**config.mk**
```make
export PLATFORM = sky130hd
export DESIGN_NAME = xnpc_res_fifo
export DESIGN_NICKNAME = d
export VERILOG_FILES = /design/src/sv/xnpc_pkg.sv /design/src/sv/xnpc_res_fifo.sv
export SDC_FILE = /design/constraint.sdc
export NUM_CORES = 1
export LEC_CHECK = 0
export BUFFER_PORTS_ARGS = -buffer_cell sky130_fd_sc_hd__buf_2
export CORE_MARGIN = 5
export CORE_UTILIZATION = 61
export DETAILED_ROUTE_END_ITERATION = 6
export PLACE_DENSITY = 0.91
export SYNTH_ARGS = -nofsm -noshare
export SYNTH_HDL_FRONTEND = slang
export SYNTH_SLANG_ARGS = --single-unit
```
**constraint.sdc**
```tcl
create_clock -name i_clk -period 4.9 [get_ports i_clk]
set_input_delay 0.735 -clock i_clk [delete_from_list [all_inputs] [get_ports i_clk]]
set_output_delay 0.735 -clock i_clk [all_outputs]
set_load 0.02 [all_outputs]
```
**src/sv/xnpc_pkg.sv**
```systemverilog
// Shared types, constants and helpers for the XNOR/popcount neuron batch.
// No dependencies; imported by every module of the block.
package xnpc_pkg;

    localparam int VALUE_W    = 32;   // activation / weight word
    localparam int NEURON_W   = 5;
    localparam int WIDX_W     = 6;
    localparam int WORD_W     = 7;    // word counter and length register
    localparam int CNT_W      = 12;   // match counts and threshold
    localparam int PC_W       = 6;    // popcount of one 32-bit word
    localparam int CFG_IDX_W  = 1;
    localparam int CFG_DATA_W = 12;

    localparam logic [CNT_W-1:0]  CNT_MAX       = 12'd4095;
    localparam logic [WORD_W-1:0] LEN_RESET     = 7'd64;
    localparam logic [CNT_W-1:0]  THR_RESET     = 12'd35;

    // result queue: bounds the number of outstanding results
    localparam int RES_DEPTH  = 4;
    localparam int RES_PTR_W  = $clog2(RES_DEPTH);
    localparam int RES_CNT_W  = $clog2(RES_DEPTH + 1);

    localparam logic [CFG_IDX_W-1:0] REG_INPUT_WORDS = 1'b0;
    localparam logic [CFG_IDX_W-1:0] REG_THRESHOLD   = 1'b1;

    typedef enum logic {
        OP_LOAD = 1'b0,
        OP_DATA = 1'b1
    } t_op;

    // one transaction as it travels down the cell chain
    typedef struct packed {
        t_op                 op;
        logic                en;     // load in range / data word within store
        logic                last;   // data word that closes the inference
        logic [NEURON_W-1:0] neuron;
        logic [WORD_W-1:0]   word;   // weight address
        logic [VALUE_W-1:0]  value;
        logic [VALUE_W-1:0]  fired;  // result bits gathered so far
    } t_item;

    function automatic logic [PC_W-1:0] ones_in(input logic [VALUE_W-1:0] x);
        logic [PC_W-1:0] s;
        s = '0;
        for (int i = 0; i < VALUE_W; i++) begin
            s = s + PC_W'(x[i]);
        end
        return s;
    endfunction

endpackage

```
**src/sv/xnpc_res_fifo.sv**
```systemverilog
// Small result queue at the end of the cell chain.
// Depends on xnpc_pkg for depth and word width.
module xnpc_res_fifo
    import xnpc_pkg::*;
(
    input  logic               i_clk,
    input  logic               i_rst_n,
    input  logic               i_push,
    input  logic [VALUE_W-1:0] i_data,
    input  logic               i_pop,
    output logic               o_valid,
    output logic [VALUE_W-1:0] o_data
);

    logic [VALUE_W-1:0]   r_mem [RES_DEPTH];
    logic [RES_PTR_W-1:0] r_wr;
    logic [RES_PTR_W-1:0] r_rd;
    logic [RES_CNT_W-1:0] r_cnt;
    logic                 do_pop;

    assign o_valid = (r_cnt != '0);
    assign o_data  = r_mem[r_rd];
    assign do_pop  = i_pop && o_valid;

    always_ff @(posedge i_clk) begin
        if (i_push) begin
            r_mem[r_wr] <= i_data;
        end
    end

    always_ff @(posedge i_clk) begin
        if (!i_rst_n) begin
            r_wr  <= '0;
            r_rd  <= '0;
            r_cnt <= '0;
        end else begin
            if (i_push) begin
                r_wr <= (int'(r_wr) == RES_DEPTH - 1) ? '0 : r_wr + 1'b1;
            end
            if (do_pop) begin
                r_rd <= (int'(r_rd) == RES_DEPTH - 1) ? '0 : r_rd + 1'b1;
            end
            r_cnt <= r_cnt + RES_CNT_W'(i_push) - RES_CNT_W'(do_pop);
        end
    end

endmodule

```
==> reports/qor.yml, run 1 <==
run_status:
  status: "completed"
logic_synthesis:
  synth_top_area_cell: "edfxtp_1"
  ys_ff_latch: 137
  synthesis.nets: 255
  yosysWarnings: 0
  ys_types: 20
  synth_top_area_share_pct: 75.1
  syn_avg_cell_area_um2: 24.3
  ys_seq_area_share_pct: 78.6
  postSynthCellCount: 211
  synth_area_leaders: "edfxtp_1, mux4_2, dfxtp_1"
  synth_area_mm2: 0.00512
pwr:
  pwr-share-seq_pct: 43.5
  power.density_mw_per_mm2: 528
  p_comb_share_pct: 17.1
  p_clk_share_pct: 39.3
  swShare_pct: 24.7
  power.internal_mw: 2.43
  ir_worst_vdd_mv: 0.356
  leakagePower_nw: 2.14
  switchingPower_uw: 799
detailed_routing:
  drc: 0
  routed_wl_mm: 9.00
  drt_iter0_drc: 113
  via_count: 2332
  vias_per_cell: 5.70
  wl_per_cell_um: 22.0
  ant_nets: 0
  dr.pass1.iters: 6
placed_design:
  gp_congestion: 0.681
  place_area_mm2: 0.00552
  dp_hpwl_mm: 5.17
  portBuffers: 68
clock_tree:
  cts_setup_buffers: 0
  clockBufferDepth: 2
  clk_latency_ns: 0.51
  cts-resized-gates: 0
  cts_hold_buffers: 0
  numCtsBuffers: 17
  cts.clk_slew.worst_paths_ns: 0.06
  cts_num_sinks: 137
  cts_tree: "done"
  htreeDepth: 4
  cts-root-buf: "clkbuf_8"
critical_path:
  start_kind: "register"
  cp_cell_sequence: "buf_4 > mux4_2 > buf_2"
  cp_top_family: "buffers and inverters"
  critPathSlowestCell: "mux4_2"
  crit_arrival_ns: 2.32
  cp.required_ns: 4.16
  cp_num_buf_inv: 2
  ff2ff_setup_slack_ns: 2.94
  worstRegToRegCells: 8
  cp-end-kind: "output pin"
  reg2reg_to: "r_cnt[2]$_SDFF_PN0_"
  r2r-start: "r_cnt[1]$_SDFF_PN0_"
  max_stage_delay_ns: 0.60
  worstSetupPathType: "reg -> out"
  critPathMaxFanout: 23
sta:
  setup_violations: 0
  fin_skew_ns: 0.0103
  finalSetupTns_ns: 0
  slew_headroom_pct: 41.8
  final_max_slew_viol_count: 0
  fmax_mhz: 327
  rsz0062_at_grt: "false"
  fin_crit_sh_pct: 62.4
  final-hold-violation-count: 0
  min_period_ns: 3.06
  worst_slew_pin_slew_ns: 0.873
worst_hold_path:
  hold_start: "i_data[1]"
  hold_end: "r_mem[2][1]$_DFFE_PP_"
  hp-class: "in -> reg"
  hold_depth: 1
global_route:
  grt_antenna_before_repair: 2
  grt_max_degree: 33
  grt-ovfl-total: 0
  grt_pass1_vias: 2515
  grt_pass1_wl_mm: 13.8
  grt.total_usage_pct: 19.1
die:
  ios: 69
  start_util_pct: 62.3
  fp-row-count: 33
  die_w_um: 102
  core-area_mm2: 0.00822
  die_h_um: 102
  dieArea_mm2: 0.0103
final_layout:
  areaGrowthSynthToFinish_pct: 19.5
  num_antenna_cells: 0
  final_cell_mix: "edfxtp_1, buf_2, mux4_2"
  drive_gt1_share_pct: 44.7
  final_area_mm2: 0.00612
  num-nets-final: 336
  final_common_cell: "edfxtp_1"
flow_run:
  drv_cap: 0
[synthesized netlist by cell type]
master,instances
or3_1,1
dfxtp_1,9
nor2_1,3
inv_1,6
xnor3_1,1
buf_6,1
nand2_1,3
mux2i_1,3
nand2b_1,1
fa_1,1
edfxtp_1,128
buf_2,3
and2_1,5
or3b_2,2
mux4_1,2
ha_1,7
a21oi_1,1
o31a_1,1
mux4_2,30
buf_12,3
[per-stage QoR]
stage / total power, mW / hold slack, ns / utilization, % / instances / setup WS [ns]
2_1_floorplan: 1.86 / 0.461 / - / 211 / 2.83
3_3_place_gp: 1.97 / 0.471 / 67.2 / 378 / 2.34
3_5_place_dp: 1.99 / 0.491 / 67.2 / 378 / 2.32
4_1_cts: 3.26 / 0.416 / 74.4 / 409 / 1.77
5_1_grt: 3.36 / 0.416 / 74.4 / 409 / 1.65
6_report: 3.23 / 0.438 / 74.4 / 409 / 1.84
[layer usage]
metal | vias up | routed length [µm] | GRT usage (%)
met5 | - | 23 | 0
met4 | 4 | 84 | 5.83
met3 | 12 | 540 | 6.68
met2 | 71 | 4730 | 32.1
met1 | 1199 | 3620 | 23.4
li1 | 1046 | - | -
[layout make-up]
class | count | area (µm²)
clock buffers | 19 | 422
inverters | 6 | 22.5
multi-input cells | 61 | 991
well taps | 105 | 131
flip-flops and latches | 137 | 4030
fillers | 450 | 2100
clock inverters | 12 | 175
repair buffers | 69 | 348
[power groups by stage]
stage / Clock, mW / Combinational, mW / Sequential [mW]
global placement: 0 / 0.547 / 1.43
detailed placement: 0 / 0.558 / 1.43
finish: 1.27 / 0.554 / 1.41
floorplan: 0 / 0.471 / 1.39
global route: 1.35 / 0.599 / 1.42
CTS: 1.29 / 0.564 / 1.41
[kinds of logic (layout without fill, tap and decap cells)]
kind of cell	count (synthesis)	after routing	share of synthesized area, %
AO/OA/AOI/OAI	2	2	0.269
XOR/XNOR	1	1	0.440
adder cells (fa/ha/maj)	8	8	2.10
buffers and inverters	13	106	2.13
flip-flops	137	137	78.6
multiplexers	35	35	14.8
AND/OR/NAND/NOR	15	15	1.64
[worst max path at each step]
stage	endpoint	from	cells after the start
floorplan	r_cnt[2]$_SDFF_PN0_	i_pop	8
global placement	o_data[26]	register	3
detailed placement	o_data[26]	register	3
CTS	o_data[26]	register	3
global route	o_data[14]	register	3
finish	o_data[14]	register	3
[registers in the layout, indices dropped and copies added (netlist names), named ones only]
signal / flops
r_mem: 128
r_rd: 2
r_cnt: 3
r_wr: 2
[worst reg2reg max path, stage by stage, from the launching register on]
cell	delay, ns
dfxtp_1	0.36
o31a_1	0.36
ha_1	0.29
inv_1	0.06
ha_1	0.13
inv_1	0.05
fa_1	0.37
xnor3_1	0.21
nor2_1	0.04
(Power assumes the default switching activity.)
==> run 2: changes to the inputs <==
- CORE_UTILIZATION: 61 -> 51
- PLACE_DENSITY: 0.91 -> 0.82
- clock period: 4.9 -> 2.54 ns (I/O delays scaled with it)
==> run 2 against run 1 <==
  * First-iteration DRC count is 12% lower
  * Non-clock buffer count is 8 higher
  * Clock skew is 0.0029 ns lower
  * Via count is 0.69% higher
  * Combinational power is 100% higher
  * Critical path depth stayed put
==> reports/qor.yml, run 2 (synthesis gave the netlist of run 1 again) <==
final_layout:
  num-nets-final: 344
  largest-register: "r_mem"
  num_antenna_cells: 0
  fillers: 677
  top_regs: "r_mem (128), r_cnt (3)"
  areaGrowthSynthToFinish_pct: 22.5
  largest_reg_flops: 128
  drive_gt1_share_pct: 46.6
  final_cell_mix: "edfxtp_1, buf_2, mux4_2"
  final_common_cell: "edfxtp_1"
sta:
  final_max_slew_viol_count: 0
  rsz0062_at_grt: "false"
  worst_slew_pin_slew_ns: 0.605
  fin_skew_ns: 0.00744
  min_period_ns: 2.41
  setup_violations: 0
  final-hold-violation-count: 0
  fmax_mhz: 414
  finalSetupTns_ns: 0
  holdWs_ns: 0.0793
  slew_headroom_pct: 59.6
  fin_crit_sh_pct: 95.1
critical_path:
  cp.required_ns: 2.16
  worstSetupPathType: "reg -> out"
  crit_arrival_ns: 2.03
  max_stage_delay_ns: 0.71
  cp_num_buf_inv: 2
  critPathMaxFanout: 22
  cp_top_family: "flip-flops"
  cp-end-kind: "output pin"
  start_kind: "register"
  cp_cell_sequence: "buf_4 > mux4_2 > buf_2"
  critPathSlowestCell: "dfxtp_2"
detailed_routing:
  drt_iter0_drc: 99
  vias_per_cell: 5.26
  via_count: 2348
  ant_nets: 0
  routed_wl_mm: 8.81
  wl_per_cell_um: 19.8
  dr.pass1.iters: 4
  drc: 0
die:
  core-area_mm2: 0.00977
  dieArea_mm2: 0.0121
  start_util_pct: 52.4
  die_h_um: 110
  fp-row-count: 36
  ios: 69
  die_w_um: 110
clock_tree:
  numCtsBuffers: 17
  cts_tree: "done"
  cts_hold_buffers: 0
  htreeDepth: 4
  cts-root-buf: "clkbuf_8"
  cts.clk_slew.worst_paths_ns: 0.06
  cts_num_sinks: 137
  clk_latency_ns: 0.51
  clockBufferDepth: 2
pwr:
  power.density_mw_per_mm2: 1010
  ir_worst_vdd_mv: 0.513
  leakagePower_nw: 2.20
global_route:
  grt_pass1_vias: 2555
  grt_pass1_wl_mm: 13.7
  grt.total_usage_pct: 16.2
  grt-ovfl-total: 0
  grt_max_degree: 28
  grt_antenna_before_repair: 0
placed_design:
  gp_congestion: 0.703
  portBuffers: 68
  dp_hpwl_mm: 5.59
worst_hold_path:
  hp-class: "in -> reg"
run_status:
  status: "completed"
flow_run:
  drv_cap: 0
-- run 2: cell types whose count changed in the layout (fill, tap and decap cells not counted), sizes merged --
| cell | before | now |
|---|---|---|
| inv | 7 | 8 |
| clkinv | 4 | 6 |
| buf | 69 | 77 |
| clkbuf | 19 | 17 |
-- run 2: what timing repair did --
action | CTS | global route
setup buffers | 0 | 0
resized for setup | 0 | 1
endpoints found under the setup margin | 0 | 18
-- run 2: report_power, final --
group | internal [mW] | leakage [nW] | total, mW | switching [mW]
clock network | 1.59 | 0.292 | 2.49 | 0.895
logic | 0.544 | 0.654 | 1.12 | 0.580
registers | 2.60 | 1.25 | 2.70 | 0.103
total | 4.74 | 2.20 | 6.32 | 1.58
-- run 2: per-layer routing --
| layer | up-vias | share of wire [%] | GRT usage (%) |
|---|---|---|---|
| met5 | - | 0 | 0 |
| met4 | 0 | 1.4 | 5.54 |
| met3 | 14 | 5.6 | 5.30 |
| met2 | 67 | 52 | 27.2 |
| met1 | 1206 | 41 | 19.9 |
| li1 | 1061 | - | - |
-- run 2: final timing paths --
check,slack (ns),to,from,cells after the start
worst max-delay path,0.13,o_data[20],register,3
worst min-delay path,0.08,r_mem[2][17]$_DFFE_PP_,i_data[17],1
worst max register to register,0.59,r_cnt[2]$_SDFF_PN0_,r_cnt[1]$_SDFF_PN0_,8
worst min register to register,0.50,register,r_rd[1]$_SDFFE_PN0N_,2
-- run 2: cell type report --
type / count / area, µm² / share of cell area, %
clock buffer: 17 / 414 / 6.61
clock inverter: 15 / 200 / 3.19
inverter: 6 / 22.5 / 0.359
multi-input combinational: 61 / 991 / 15.8
sequential: 137 / 4030 / 64.3
tap: 133 / 166 / 2.65
timing repair buffer: 77 / 445 / 7.11
-- run 2: worst reg2reg max path, stage by stage (launching register included) --
cell and delay, ns:
dfxtp_1 0.35, o31a_1 0.36, ha_1 0.29, inv_1 0.06, ha_1 0.14, inv_1 0.05, fa_1 0.37, xnor3_1 0.20
nor2_1 0.04
-- run 2: per-stage QoR --
| step | instances | utilization (%) | setup WS, ns | area [µm²] | total power, mW |
|---|---|---|---|---|---|
| 2_1_floorplan | 211 | - | 0.696 | 5120 | 3.59 |
| 3_3_place_gp | 414 | 57.8 | 0.617 | 5650 | 3.86 |
| 3_5_place_dp | 414 | 57.8 | 0.595 | 5650 | 3.89 |
| 4_1_cts | 446 | 64.1 | 0.0265 | 6270 | 6.40 |
| 5_1_grt | 446 | 64.1 | 0.0366 | 6270 | 6.59 |
| 6_report | 446 | 64.1 | 0.125 | 6270 | 6.32 |
==> run 3: changes to the inputs <==
- ABC_AREA: not set -> 1
==> run 3 against run 2 <==
  * Non-clock buffer count unchanged
  * Clock skew decreased by 0.0012 ns
  * Cell area increased by 0.66%
  * Hold slack improved by 0.0076 ns
  * Clock power increased by 2%
  * Clock-buffer cell count unchanged
  * Combinational power increased by 54%
==> reports/qor.yml, run 3 <==
die:
  core-area_mm2: 0.0102
  fp-row-count: 37
  ios: 69
  dieArea_mm2: 0.0124
  die_h_um: 111
  die_w_um: 111
  start_util_pct: 51.5
placed_design:
  gp_congestion: 0.737
  dp_hpwl_mm: 6.04
  portBuffers: 68
final_layout:
  num-nets-final: 490
  drive_gt1_share_pct: 23.6
  multiInputGateArea_um2: 992
  fillers: 804
  largest-register: "r_mem"
  seqCellArea_mm2: 0.00403
  top_regs: "r_mem (128), r_cnt (3)"
  final_common_cell: "edfxtp_1"
  areaGrowthSynthToFinish_pct: 20.2
  final_cell_mix: "edfxtp_1, nor2_1, buf_2"
  largest_reg_flops: 128
  num_antenna_cells: 0
critical_path:
  cp_num_buf_inv: 2
  start_kind: "register"
  max_stage_delay_ns: 0.42
  worstSetupPathType: "reg -> out"
  cp_cell_sequence: "buf_4 > o21ai_0 > o22ai_1 > buf_2"
  critPathSlowestCell: "buf_4"
  crit_arrival_ns: 1.94
  cp.required_ns: 2.16
  cp-end-kind: "output pin"
  critPathMaxFanout: 46
  cp_top_family: "buffers and inverters"
clock_tree:
  cts-resized-gates: 0
  cts-root-buf: "clkbuf_8"
  cts_tree: "done"
  cts_hold_buffers: 0
  numCtsBuffers: 17
  clk_latency_ns: 0.50
  cts.clk_slew.worst_paths_ns: 0.06
  htreeDepth: 4
  cts_num_sinks: 137
  cts_setup_buffers: 0
  clockBufferDepth: 2
sta:
  setup_violations: 0
  fin_crit_sh_pct: 91.4
  finalSetupTns_ns: 0
  min_period_ns: 2.32
  slew_headroom_pct: 59.5
  fmax_mhz: 431
  worst_slew_pin_slew_ns: 0.604
  final-hold-violation-count: 0
  rsz0062_at_grt: "false"
  final_max_slew_viol_count: 0
  fin_skew_ns: 0.00627
worst_hold_path:
  hp-class: "in -> reg"
detailed_routing:
  vias_per_cell: 5.34
  drt_iter0_drc: 221
  routed_wl_mm: 10.2
  via_count: 3172
  wl_per_cell_um: 17.2
  drc: 0
  dr.pass1.iters: 5
  ant_nets: 0
logic_synthesis:
  synth_edf_count: 128
  ys_types: 21
  synth_top_area_cell: "edfxtp_1"
  ys_seq_area_share_pct: 76.6
  syn_avg_cell_area_um2: 14.2
  yosysWarnings: 0
  synth_common_cells: "edfxtp_1, nor2_1, o21ai_0"
  synth_area_mm2: 0.00525
  synth_top_area_share_pct: 73.2
  synth-async-reset-ratio_pct: 0
  synth_area_leaders: "edfxtp_1, nor2_1, o22ai_1"
  ys_ff_latch: 137
  synth_flop_cell: "edfxtp_1"
  postSynthCellCount: 370
  yosysMostFrequentCell: "edfxtp_1"
  synthesis.nets: 414
global_route:
  grt.total_usage_pct: 17.1
  grt_pass1_vias: 3216
  grt-ovfl-total: 0
  grt_max_degree: 65
  grt_antenna_before_repair: 0
  grt_pass1_wl_mm: 16.3
pwr:
  totalPowerFinal_mw: 6.93
  power.density_mw_per_mm2: 1100
  ir_worst_vdd_mv: 0.528
  leakagePower_nw: 2.32
run_status:
  status: "completed"
flow_run:
  drv_cap: 0
run 3: cell types whose count changed after synthesis, sizes merged, moves of 2 or more:
cell   delta
a21oi     +3
o21ai    +64
and2      -5
mux2i     -3
inv      +11
or3b      -2
nand2     +8
nand3     +3
mux4     -32
buf      +12
nor2     +68
o22ai    +32
run 3: layout make-up:
| cell class | instances | share of cell area, % |
|---|---|---|
| Timing Repair Buffer | 77 | 6.86 |
| Clock inverter | 14 | 3.23 |
| Tap cell | 136 | 2.70 |
| Multi-Input combinational cell | 196 | 15.7 |
| Clock buffer | 17 | 6.56 |
| Inverter | 17 | 1.13 |
| Sequential cell | 137 | 63.8 |
run 3: cell families (layout without fill, tap and decap cells):
family	after synthesis	in the layout	share of synthesized area, %
AND/OR/NAND/NOR	86	86	6.24
XOR/XNOR	1	1	0.167
flip-flops	137	137	76.6
AO/OA/AOI/OAI	101	101	10.4
buffers and inverters	37	125	4.46
adder cells (fa/ha/maj)	8	8	2.05
run 3: final timing paths:
check,startpoint,end,slack (ns),cells past startpoint
setup / recovery,register,o_data[29],0.22,4
hold / removal,i_data[24],r_mem[0][24]$_DFFE_PP_,0.09,1
setup reg to reg,r_cnt[1]$_SDFF_PN0_,r_cnt[2]$_SDFF_PN0_,0.72,9
hold reg to reg,r_rd[0]$_SDFFE_PN0N_,register,0.55,2
run 3: power by group:
group,leakage (nW),switching [mW],internal (mW)
logic,0.771,1.19,0.533
clock network,0.296,0.855,1.68
registers,1.25,0.0574,2.62
run 3: per-layer routing:
| metal | vias to the layer above | global-route usage, % | share of wire [%] | wire (µm) |
|---|---|---|---|---|
| li1 | 1529 | - | - | - |
| met1 | 1545 | 20.2 | 40 | 4110 |
| met2 | 92 | 29.6 | 53 | 5420 |
| met3 | 6 | 5.49 | 6.1 | 619 |
| met4 | 0 | 5.92 | 0.60 | 61 |
| met5 | - | 0 | 0 | 0 |
run 3: through the flow:
stage               util, %  instance area [µm²]  std cells  setup slack [ns]  hold slack, ns
floorplan                 -                 5250        370             0.865           0.479
global placement       55.9                 5690        563             0.717           0.525
detailed placement     55.9                 5690        563             0.680           0.532
CTS                    62.0                 6310        594             0.173          0.0612
global route           62.0                 6310        594            0.0512          0.0535
finish                 62.0                 6310        594             0.219          0.0869
